==> src/rtl/core/assert_macros.svh <==
// assertion macros shared by the encoder rtl
`ifndef ASSERT_MACROS_SVH
`define ASSERT_MACROS_SVH

// same-cycle implication, checked outside reset
`define AM_ASSERT_IMP(lbl, clk, rst, ante, cons) \
  lbl: assert property (@(posedge clk) disable iff (rst) (ante) |-> (cons)) \
    else $error("assertion failed: same-cycle implication");

// next-cycle implication, checked outside reset
`define AM_ASSERT_NXT(lbl, clk, rst, ante, cons) \
  lbl: assert property (@(posedge clk) disable iff (rst) (ante) |=> (cons)) \
    else $error("assertion failed: next-cycle implication");

`endif

==> src/rtl/core/uenc_pkg.sv <==
// shared types, constants and defaults of the url percent encoder
package uenc_pkg;

  localparam int COUNT_WIDTH_DEF = 16;
  localparam int QUEUE_DEPTH_DEF = 4;

  localparam int BYTE_W      = 8;
  localparam int MODE_W      = 2;
  localparam int CAP_W       = 16;
  localparam int OUT_COUNT_W = 16;
  localparam int CFG_INDEX_W = 2;
  localparam int CFG_DATA_W  = 16;

  // configuration register indexes
  localparam logic [CFG_INDEX_W-1:0] REG_ENCODE_MODE   = 2'd0;
  localparam logic [CFG_INDEX_W-1:0] REG_DEST_CAPACITY = 2'd1;

  // encode modes
  localparam logic [MODE_W-1:0] MODE_SAFE    = 2'd0;
  localparam logic [MODE_W-1:0] MODE_RFC3986 = 2'd1;
  localparam logic [MODE_W-1:0] MODE_HTML5   = 2'd2;

  localparam logic [MODE_W-1:0]  MODE_RESET = MODE_SAFE;
  localparam logic [CAP_W-1:0]   CAP_RESET  = 16'd256;

  localparam logic [BYTE_W-1:0] CHAR_PERCENT = 8'h25;
  localparam logic [BYTE_W-1:0] CHAR_PLUS    = 8'h2B;
  localparam logic [BYTE_W-1:0] CHAR_SPACE   = 8'h20;
  localparam logic [BYTE_W-1:0] CHAR_DOT     = 8'h2E;
  localparam logic [BYTE_W-1:0] CHAR_NONE    = 8'h00;

  // entry 0 is '0', entry 15 is 'F'
  localparam logic [15:0][BYTE_W-1:0] HEX_DIGITS = "FEDCBA9876543210";

  typedef enum logic [1:0] {
    KIND_PASS,
    KIND_ESC,
    KIND_DROP
  } uenc_kind_t;

  // classified item handed from front to back
  typedef struct packed {
    uenc_kind_t          kind;
    logic [BYTE_W-1:0]   data;
  } uenc_item_t;

endpackage

==> src/rtl/core/uenc_front.sv <==
// front end: accepts source bytes, classifies them and tracks the string count
`include "assert_macros.svh"

module uenc_front #(
  parameter int COUNT_WIDTH = uenc_pkg::COUNT_WIDTH_DEF
) (
  input  logic                          clk,
  input  logic                          rst,
  input  logic [uenc_pkg::MODE_W-1:0]   encode_mode,
  input  logic [uenc_pkg::CAP_W-1:0]    dest_capacity,
  input  logic                          in_valid,
  output logic                          in_ready,
  input  logic [uenc_pkg::BYTE_W-1:0]   src_byte,
  input  logic                          start_string,
  input  logic                          q_full,
  output logic                          push,
  output uenc_pkg::uenc_item_t          push_item,
  output logic [COUNT_WIDTH-1:0]        push_count
);
  import uenc_pkg::*;

  localparam int LW = ((COUNT_WIDTH > CAP_W) ? COUNT_WIDTH : CAP_W) + 2;

  logic [COUNT_WIDTH-1:0] written_count, written_count_next;
  logic                   stopped, stopped_next;

  logic [COUNT_WIDTH-1:0] wc_eff;
  logic                   st_eff;
  logic [LW-1:0]          lim_raw, lim, cmax, wc_ext;
  logic                   is_alnum, passes, pass_fit, esc_fit;

  assign in_ready = !q_full;
  assign push     = in_valid && !q_full;

  // limit is capacity minus one, floored at zero and capped by the counter
  always_comb begin
    cmax    = (LW'(1) << COUNT_WIDTH) - LW'(1);
    lim_raw = (dest_capacity == '0) ? '0 : LW'(dest_capacity) - LW'(1);
    lim     = (lim_raw > cmax) ? cmax : lim_raw;
  end

  always_comb begin
    wc_eff = start_string ? '0 : written_count;
    st_eff = start_string ? 1'b0 : stopped;
    wc_ext = LW'(wc_eff);
    pass_fit = wc_ext < lim;
    esc_fit  = (wc_ext + LW'(3)) < lim;
  end

  always_comb begin
    is_alnum = ((src_byte >= 8'h30) && (src_byte <= 8'h39)) ||
               ((src_byte >= 8'h41) && (src_byte <= 8'h5A)) ||
               ((src_byte >= 8'h61) && (src_byte <= 8'h7A));
    passes = is_alnum ||
             (((encode_mode == MODE_RFC3986) || (encode_mode == MODE_HTML5)) &&
              (src_byte == CHAR_DOT)) ||
             ((encode_mode == MODE_HTML5) && (src_byte == CHAR_SPACE));
  end

  always_comb begin
    push_item.data     = src_byte;
    push_item.kind     = KIND_DROP;
    push_count         = wc_eff;
    written_count_next = wc_eff;
    stopped_next       = st_eff;
    if (!st_eff && passes && pass_fit) begin
      push_item.kind     = KIND_PASS;
      push_item.data     = ((encode_mode == MODE_HTML5) && (src_byte == CHAR_SPACE)) ?
                           CHAR_PLUS : src_byte;
      push_count         = wc_eff + COUNT_WIDTH'(1);
      written_count_next = wc_eff + COUNT_WIDTH'(1);
    end else if (!st_eff && !passes && esc_fit) begin
      push_item.kind     = KIND_ESC;
      push_count         = wc_eff + COUNT_WIDTH'(1);
      written_count_next = wc_eff + COUNT_WIDTH'(3);
    end else begin
      stopped_next = 1'b1;
    end
  end

  always_ff @(posedge clk) begin
    if (rst) begin
      written_count <= '0;
      stopped       <= 1'b0;
    end else if (push) begin
      written_count <= written_count_next;
      stopped       <= stopped_next;
    end
  end

  // a dropped byte always leaves the string stopped
  `AM_ASSERT_NXT(a_drop_stops, clk, rst, push && (push_item.kind == KIND_DROP), stopped)

endmodule

==> src/rtl/core/uenc_queue.sv <==
// small register queue between the classifier and the emitter
`include "assert_macros.svh"

module uenc_queue #(
  parameter int WIDTH = 8,
  parameter int DEPTH = uenc_pkg::QUEUE_DEPTH_DEF
) (
  input  logic             clk,
  input  logic             rst,
  input  logic             push,
  input  logic [WIDTH-1:0] push_data,
  input  logic             pop,
  output logic [WIDTH-1:0] head_data,
  output logic             not_empty,
  output logic             full
);
  import uenc_pkg::*;

  localparam int PTR_W = (DEPTH > 1) ? $clog2(DEPTH) : 1;
  localparam int CNT_W = $clog2(DEPTH + 1);

  logic [WIDTH-1:0] slots [DEPTH];
  logic [PTR_W-1:0] wr_ptr, rd_ptr;
  logic [CNT_W-1:0] count;

  assign head_data = slots[rd_ptr];
  assign not_empty = count != '0;
  assign full      = count == CNT_W'(DEPTH);

  always_ff @(posedge clk) begin
    if (push) begin
      slots[wr_ptr] <= push_data;
    end
  end

  always_ff @(posedge clk) begin
    if (rst) begin
      wr_ptr <= '0;
      rd_ptr <= '0;
      count  <= '0;
    end else begin
      if (push) begin
        wr_ptr <= (wr_ptr == PTR_W'(DEPTH - 1)) ? '0 : wr_ptr + PTR_W'(1);
      end
      if (pop) begin
        rd_ptr <= (rd_ptr == PTR_W'(DEPTH - 1)) ? '0 : rd_ptr + PTR_W'(1);
      end
      case ({push, pop})
        2'b10:   count <= count + CNT_W'(1);
        2'b01:   count <= count - CNT_W'(1);
        default: count <= count;
      endcase
    end
  end

  `AM_ASSERT_IMP(a_no_overflow, clk, rst, push && !pop, !full)
  `AM_ASSERT_IMP(a_no_underflow, clk, rst, pop, not_empty)

endmodule

==> src/rtl/core/uenc_back.sv <==
// back end: expands queued items into output characters, one per cycle while the receiver is ready
`include "assert_macros.svh"

module uenc_back #(
  parameter int COUNT_WIDTH = uenc_pkg::COUNT_WIDTH_DEF
) (
  input  logic                              clk,
  input  logic                              rst,
  input  logic                              head_valid,
  input  uenc_pkg::uenc_item_t              head_item,
  input  logic [COUNT_WIDTH-1:0]            head_count,
  output logic                              pop,
  output logic                              out_valid,
  input  logic                              out_ready,
  output logic [uenc_pkg::BYTE_W-1:0]       out_byte,
  output logic                              byte_valid,
  output logic                              run_last,
  output logic [uenc_pkg::OUT_COUNT_W-1:0]  out_count,
  output logic                              dropped
);
  import uenc_pkg::*;

  logic [1:0]             phase, phase_next;
  logic                   load;
  logic [BYTE_W-1:0]      r_byte;
  logic                   r_bvalid, r_last, r_drop;
  logic [COUNT_WIDTH-1:0] r_count;

  assign load = head_valid && (!out_valid || out_ready);
  assign pop  = load && r_last;

  // result for the current phase of the head item
  always_comb begin
    r_byte   = head_item.data;
    r_bvalid = 1'b1;
    r_last   = 1'b1;
    r_drop   = 1'b0;
    r_count  = head_count;
    case (head_item.kind)
      KIND_PASS: begin
        r_byte = head_item.data;
      end
      KIND_ESC: begin
        r_count = head_count + COUNT_WIDTH'(phase);
        r_last  = phase == 2'd2;
        case (phase)
          2'd0:    r_byte = CHAR_PERCENT;
          2'd1:    r_byte = HEX_DIGITS[head_item.data[7:4]];
          default: r_byte = HEX_DIGITS[head_item.data[3:0]];
        endcase
      end
      default: begin
        r_byte   = CHAR_NONE;
        r_bvalid = 1'b0;
        r_drop   = 1'b1;
      end
    endcase
  end

  always_comb begin
    phase_next = phase;
    if (load) begin
      phase_next = r_last ? 2'd0 : phase + 2'd1;
    end
  end

  always_ff @(posedge clk) begin
    if (rst) begin
      phase     <= 2'd0;
      out_valid <= 1'b0;
    end else begin
      phase <= phase_next;
      if (load) begin
        out_valid <= 1'b1;
      end else if (out_ready) begin
        out_valid <= 1'b0;
      end
    end
  end

  always_ff @(posedge clk) begin
    if (load) begin
      out_byte   <= r_byte;
      byte_valid <= r_bvalid;
      run_last   <= r_last;
      out_count  <= OUT_COUNT_W'(r_count);
      dropped    <= r_drop;
    end
  end

  // mid-escape means an escape item still sits at the queue head
  `AM_ASSERT_IMP(a_phase_on_esc, clk, rst, phase != 2'd0,
                 head_valid && (head_item.kind == KIND_ESC))

endmodule

==> src/rtl/core/url_percent_encoder.sv <==
// path: an accepted byte is written into the queue at the accepting edge, then loaded into the
//   back end output register
// throughput: the back end output register emits one character per cycle while the receiver
//   is ready; a copied or dropped byte gives one result, an escaped byte three
// the front keeps accepting into a QUEUE_DEPTH-entry queue (four by default) while the back end expands escapes
// reset (rst, synchronous, active high) clears count, stop flag, queue and output valid,
//   and loads encode_mode 0 and dest_capacity 256; no clearing pass is needed
module url_percent_encoder #(
  parameter int COUNT_WIDTH = uenc_pkg::COUNT_WIDTH_DEF,
  parameter int QUEUE_DEPTH = uenc_pkg::QUEUE_DEPTH_DEF
) (
  input  logic                              clk,
  input  logic                              rst,
  // configuration write channel
  input  logic                              cfg_valid,
  output logic                              cfg_ready,
  input  logic [uenc_pkg::CFG_INDEX_W-1:0]  cfg_index,
  input  logic [uenc_pkg::CFG_DATA_W-1:0]   cfg_data,
  // source byte channel
  input  logic                              in_valid,
  output logic                              in_ready,
  input  logic [uenc_pkg::BYTE_W-1:0]       src_byte,
  input  logic                              start_string,
  // result channel
  output logic                              out_valid,
  input  logic                              out_ready,
  output logic [uenc_pkg::BYTE_W-1:0]       out_byte,
  output logic                              byte_valid,
  output logic                              run_last,
  output logic [uenc_pkg::OUT_COUNT_W-1:0]  out_count,
  output logic                              dropped
);
  import uenc_pkg::*;

  localparam int ENTRY_W = $bits(uenc_item_t) + COUNT_WIDTH;

  // configuration registers
  logic [MODE_W-1:0] encode_mode;
  logic [CAP_W-1:0]  dest_capacity;

  // front to queue
  logic                   push;
  uenc_item_t             push_item;
  logic [COUNT_WIDTH-1:0] push_count;
  logic                   q_full;

  // queue to back
  logic [ENTRY_W-1:0]     head_data;
  logic                   head_valid;
  uenc_item_t             head_item;
  logic [COUNT_WIDTH-1:0] head_count;
  logic                   pop;

  // config writes are always accepted; unknown indexes are ignored
  assign cfg_ready = 1'b1;

  always_ff @(posedge clk) begin
    if (rst) begin
      encode_mode   <= MODE_RESET;
      dest_capacity <= CAP_RESET;
    end else if (cfg_valid) begin
      case (cfg_index)
        REG_ENCODE_MODE:   encode_mode   <= cfg_data[MODE_W-1:0];
        REG_DEST_CAPACITY: dest_capacity <= cfg_data[CAP_W-1:0];
        default: ;
      endcase
    end
  end

  // front: classify the byte, decide copy, escape or drop, update the count
  uenc_front #(
    .COUNT_WIDTH (COUNT_WIDTH)
  ) u_front (
    .clk           (clk),
    .rst           (rst),
    .encode_mode   (encode_mode),
    .dest_capacity (dest_capacity),
    .in_valid      (in_valid),
    .in_ready      (in_ready),
    .src_byte      (src_byte),
    .start_string  (start_string),
    .q_full        (q_full),
    .push          (push),
    .push_item     (push_item),
    .push_count    (push_count)
  );

  // decoupling queue: each entry is the classified item plus its first count
  uenc_queue #(
    .WIDTH (ENTRY_W),
    .DEPTH (QUEUE_DEPTH)
  ) u_queue (
    .clk       (clk),
    .rst       (rst),
    .push      (push),
    .push_data ({push_item, push_count}),
    .pop       (pop),
    .head_data (head_data),
    .not_empty (head_valid),
    .full      (q_full)
  );

  assign head_item  = uenc_item_t'(head_data[ENTRY_W-1:COUNT_WIDTH]);
  assign head_count = head_data[COUNT_WIDTH-1:0];

  // back: one output character per transaction, escapes take three
  uenc_back #(
    .COUNT_WIDTH (COUNT_WIDTH)
  ) u_back (
    .clk        (clk),
    .rst        (rst),
    .head_valid (head_valid),
    .head_item  (head_item),
    .head_count (head_count),
    .pop        (pop),
    .out_valid  (out_valid),
    .out_ready  (out_ready),
    .out_byte   (out_byte),
    .byte_valid (byte_valid),
    .run_last   (run_last),
    .out_count  (out_count),
    .dropped    (dropped)
  );

endmodule

==> config.mk <==
export PLATFORM = sky130hd
export DESIGN_NAME = url_percent_encoder
export DESIGN_NICKNAME = d
export VERILOG_FILES = /design/src/rtl/core/uenc_pkg.sv /design/src/rtl/core/uenc_front.sv /design/src/rtl/core/uenc_queue.sv /design/src/rtl/core/uenc_back.sv /design/src/rtl/core/url_percent_encoder.sv
export VERILOG_INCLUDE_DIRS = /design/src /design/src/rtl/core
export SDC_FILE = /design/constraint.sdc
export NUM_CORES = 1
export LEC_CHECK = 0
export ABC_CLOCK_PERIOD_IN_PS = 9400
export BUFFER_PORTS_ARGS = -buffer_cell sky130_fd_sc_hd__buf_2
export CAP_MARGIN = 20
export CORE_ASPECT_RATIO = 0.7
export CORE_MARGIN = 2
export CORE_UTILIZATION = 40
export DETAILED_ROUTE_END_ITERATION = 12
export GPL_TIMING_DRIVEN = 0
export HOLD_SLACK_MARGIN = 0.03
export MAX_ROUTING_LAYER = met4
export PLACE_DENSITY_LB_ADDON = 0.1
export SKIP_LAST_GASP = 1
export SLEW_MARGIN = 20
export SYNTH_ARGS = -nofsm -noshare
export SYNTH_HDL_FRONTEND = slang
export SYNTH_HIERARCHICAL = 1
export SYNTH_SLANG_ARGS = --single-unit
==> constraint.sdc <==
create_clock -name clk -period 9.4 [get_ports clk]
set_input_delay 0.47 -clock clk [delete_from_list [all_inputs] [get_ports clk]]
set_output_delay 0.47 -clock clk [all_outputs]
set_load 0.05 [all_outputs]
==> results.md <==
- TritonCTS built the clock tree.
- After clock tree synthesis, the clock-pin slew on the worst setup and hold paths is 0.07 ns.
- The length of the first detailed-routing pass in iterations is 7.
- For the pin with the worst max-slew slack, the measured transition is 0.843 ns.
- The critical path required time is 9.55 ns.
- The quantity of I/O buffers inserted on ports is 60.
- In this run the power density over the cells is 248 mW/mm^2.
- The floorplan step set the die height to 136 um.
- The startpoint type of the worst setup path is a register.
- The post-synthesis sequential area ratio is 49.1%.
- Yosys instantiated no cell more often than edfxtp_1.
- The final critical path takes up 55.1% of the cycle.
- In this run, distinct cell masters in the synthesized netlist total 97.
- The type of the tightest min-delay check is input port to register.
- The number of buffers on the longest clock path is 2.
- Final hold analysis gives a worst-case slack of 0.280 ns.
- The fraction of final layout cells with drive strength greater than 1 is 18.2%.
- The critical setup path kind is register to register.
- The floorplan step set the die width to 192 um.
- For this run, the top clock speed supported by timing is 0.193 GHz.
- The number of antenna diodes in the final layout is 0.
- Entering global routing, the biggest net connects 30 pins.
- The remaining antenna violation count is 0.
- The floorplan core area is 0.0245 sq mm.
- The root buffer cell is clkbuf_16.
- After floorplanning, the core was divided into 48 placement rows.
- The share of flip-flops with an asynchronous set or reset after synthesis is 0%.
- The detailed-route wire length per cell is 19.2 um.
- Counting every sink on the clock net gives 178.
- The H-tree generated during clock tree synthesis spans 4 levels.
- The number of filler cells placed in the layout is 2336.
- The max-slew violation count was 0.
- The starting utilization of the core area is 40.5%.
- VDD sags by at most 0.000239 V.
- The overall fraction of global-route tracks in use is 20.2%.
- The number of gates resized after cts is 0.
- In the routed design, unresolved DRC markers number 0.
- Setup violations remaining at the end of the flow were counted as 0.
- The flow ran to the end, and the final reports show no timing, DRC or antenna violations.
- Wires add up to 24.4 mm.
- The first global-routing pass estimated 37.8 mm of wire.
- At the end of routability-driven placement, the weighted congestion stood at 0.889.
- The leakage dissipation is 4.18 nW.
- The synthesized netlist devotes 5.36% of its cell area to XOR and XNOR gates.
- The area fraction in compound gates after synthesis is 9.61%.
- The final-layout setup total negative slack is 0 ns.
- For the worst setup path, the data arrival time is 5.32 ns.
- Detailed routing inserted a total of 6835 vias.
- The share of synthesized cell area in full adder, half adder and majority cells is 6.08%.
- Summed over all layers, the global routing overflow is 0.
- After Yosys synthesis, and, or, nand and nor cells account for 16.2% of the synthesized area.
- The portion of synthesized area spent on multiplexers is 8.78%.
- The number of max-capacitance violations reported is 0.
- The cell area that synthesis handed to floorplanning was 0.00992 sq mm.
- Setup repair after global routing left no endpoint under its margin.
- The post-CTS setup buffer count is 0.
- The number of warning messages in the yosys log is 6.
- The final count of hold timing violations is 0.
- By area the synthesized netlist is led by edfxtp_1, dfxtp_1, ha_1.
- The synthesized netlist net count is 930.
- After detailed placement, the design holds a cell count of 1237.
- After synthesis, the largest family of logic cells by area is simple AND/OR/NAND/NOR gates.
- Of all nets on the critical path, the largest fanout is 13.
- Clock latency on the worst-skew pair, taken at its later pin, is 0.45 ns.
- The finished cells cover 0.0112 sq mm.
- The initial antenna violation count came to 0.
- The biggest area contributor in the post-synthesis netlist is edfxtp_1.
- For the finished layout, the period the worst path requires is 5.18 ns.
- The die covers 0.0261 sq mm.
- The synthesized instance count is 851.
- The worst hold path depth is 3.
- The number of I/O pins is 62.
- The share of synthesized area in the top cell type comes to 39.7%.
- The detailed router's first-iteration violation count is 739.
- The setup clock skew after layout is 0.0185 ns.
- The count of state elements after synthesis is 178.
- The area overhead of the layout relative to synthesis is 13.0%.
- In the synthesized netlist the dominant register cell turns out to be edfxtp_1.
- The standard cell area after detailed placement is 0.0107 sq mm.
- The type of destination of the critical path is a register.
- Using the TritonRoute via totals, the vias-per-cell ratio works out to 5.38.
- The number of CTS-inserted buffers is 17.
- After synthesis, the most frequently instantiated cells are edfxtp_1, nand2_1, nor2_1.
- The half-perimeter wire length after detailed placement is 17.9 mm.
- The number of synthesized flops with an enable pin is 131.
- Each instance of the synthesized netlist takes up on average 11.7 sq um.
- The relative slew slack is 43.8%.
- The via count of the first global-routing pass came to 6396.
- The number of hold buffers added after CTS is 0.
- The final-stage net count is 1011.
- Measured in cells, the most critical reg-to-reg path has a length of 18.
- The post-layout instance count excluding filler cells is 1270.
[flip-flops by register name (all words and copies together) (netlist names), 2 cells and up, named ones only]
| name | flops |
|---|---|
| u_back/out_byte | 8 |
| u_queue/slots | 104 |
| u_queue/count | 3 |
| u_back/phase | 2 |
| u_front/written_count | 16 |
| u_queue/wr_ptr | 2 |
| dest_capacity | 16 |
| encode_mode | 2 |
| u_back/out_count | 16 |
| u_queue/rd_ptr | 2 |
[logic make-up after synthesis]
logic type	count (synthesis)
simple gates	294
xor+xnor	59
fa+ha+maj	47
buf+inv	92
mux	52
other cells	1
compound gates	128
flops	178
[power by group]
group | switching (W) | internal, W | total [W]
registers | 0.0000480 | 0.00103 | 0.00108
logic | 0.000713 | 0.000331 | 0.00104
clock network | 0.000304 | 0.000353 | 0.000657
[critical path, stage by stage, from the launching register on]
cell and delay, ns:
dfxtp_1 0.39, or3_1 0.42, or3_1 0.38, nor3_1 0.39, nand2_1 0.21, nor4_1 0.27
xor2_1 0.18, nand2_1 0.11, ha_1 0.33, nand2_1 0.09, a211oi_1 0.38, o221ai_1 0.18
or3_1 0.42, nand2_2 0.15, nand2_4 0.09, inv_4 0.12, buf_6 0.18, nor2_1 0.07
xor2_1 0.52
[stage by stage]
step | total power, W | utilization (%) | setup slack [ns]
2_1_floorplan | 0.00187 | - | 5.18
6_report | 0.00278 | 45.7 | 4.22
3_3_place_gp | 0.00212 | 43.4 | 4.17
3_5_place_dp | 0.00213 | 43.5 | 4.18
5_1_grt | 0.00293 | 45.7 | 3.92
4_1_cts | 0.00280 | 45.7 | 4.33
[final cells by class]
class / count / area, sq um / share of cell area (%)
Sequential cell: 178 / 4870 / 43.5
Clock inverter: 11 / 80.1 / 0.715
Clock buffer: 21 / 460 / 4.11
Timing Repair Buffer: 62 / 335 / 2.99
Multi-Input combinational cell: 581 / 4570 / 40.8
Inverter: 43 / 164 / 1.46
Tap cell: 325 / 407 / 3.63
Buffer: 49 / 312 / 2.78
[per-layer routing]
metal,global-route usage (%),share of wire [%],vias up
met2,25.7,39,217
li1,-,-,3298
met3,4.22,7.0,24
met5,-,0,-
met4,5.60,1.5,0
met1,31.5,53,3296
[placed cells by master (no fill, tap or decap), types with 4 or more instances in the layout]
master and n:
mux4_1 6, buf_4 4, xor2_1 20, or3_1 7
xnor2_1 37, o22ai_1 7, and3_1 8, and4_1 4
o2bb2ai_1 5, clkbuf_16 17, nor2_1 60, dfxtp_1 47
buf_12 4, a31oi_1 9, nor3_1 15, a21boi_0 5
nand2_1 72, o211ai_1 6, clkbuf_1 27, buf_2 66
nand2b_1 40, ha_1 45, nand4_1 18, buf_6 7
mux2i_1 24, inv_1 40, and2_2 4, nand3_1 21
o21ai_0 17, a21oi_1 31, mux4_2 20, edfxtp_1 131
nor2b_1 10, a21o_1 4
[final timing paths]
kind	start	endpoint	slack (ns)
setup / recovery	dest_capacity[4]$_SDFFE_PP0P_	u_queue/slots[2][13]$_DFFE_PP_	4.22
hold / removal	cfg_data[8]	dest_capacity[8]$_SDFFE_PP1P_	0.28
hold reg to reg	u_front/written_count[14]$_SDFFE_PP0P_	u_front/written_count[14]$_SDFFE_PP0P_	0.48
setup reg to reg	dest_capacity[4]$_SDFFE_PP0P_	u_queue/slots[2][13]$_DFFE_PP_	4.22
No activity file was read; power rests on OpenSTA's default activity.
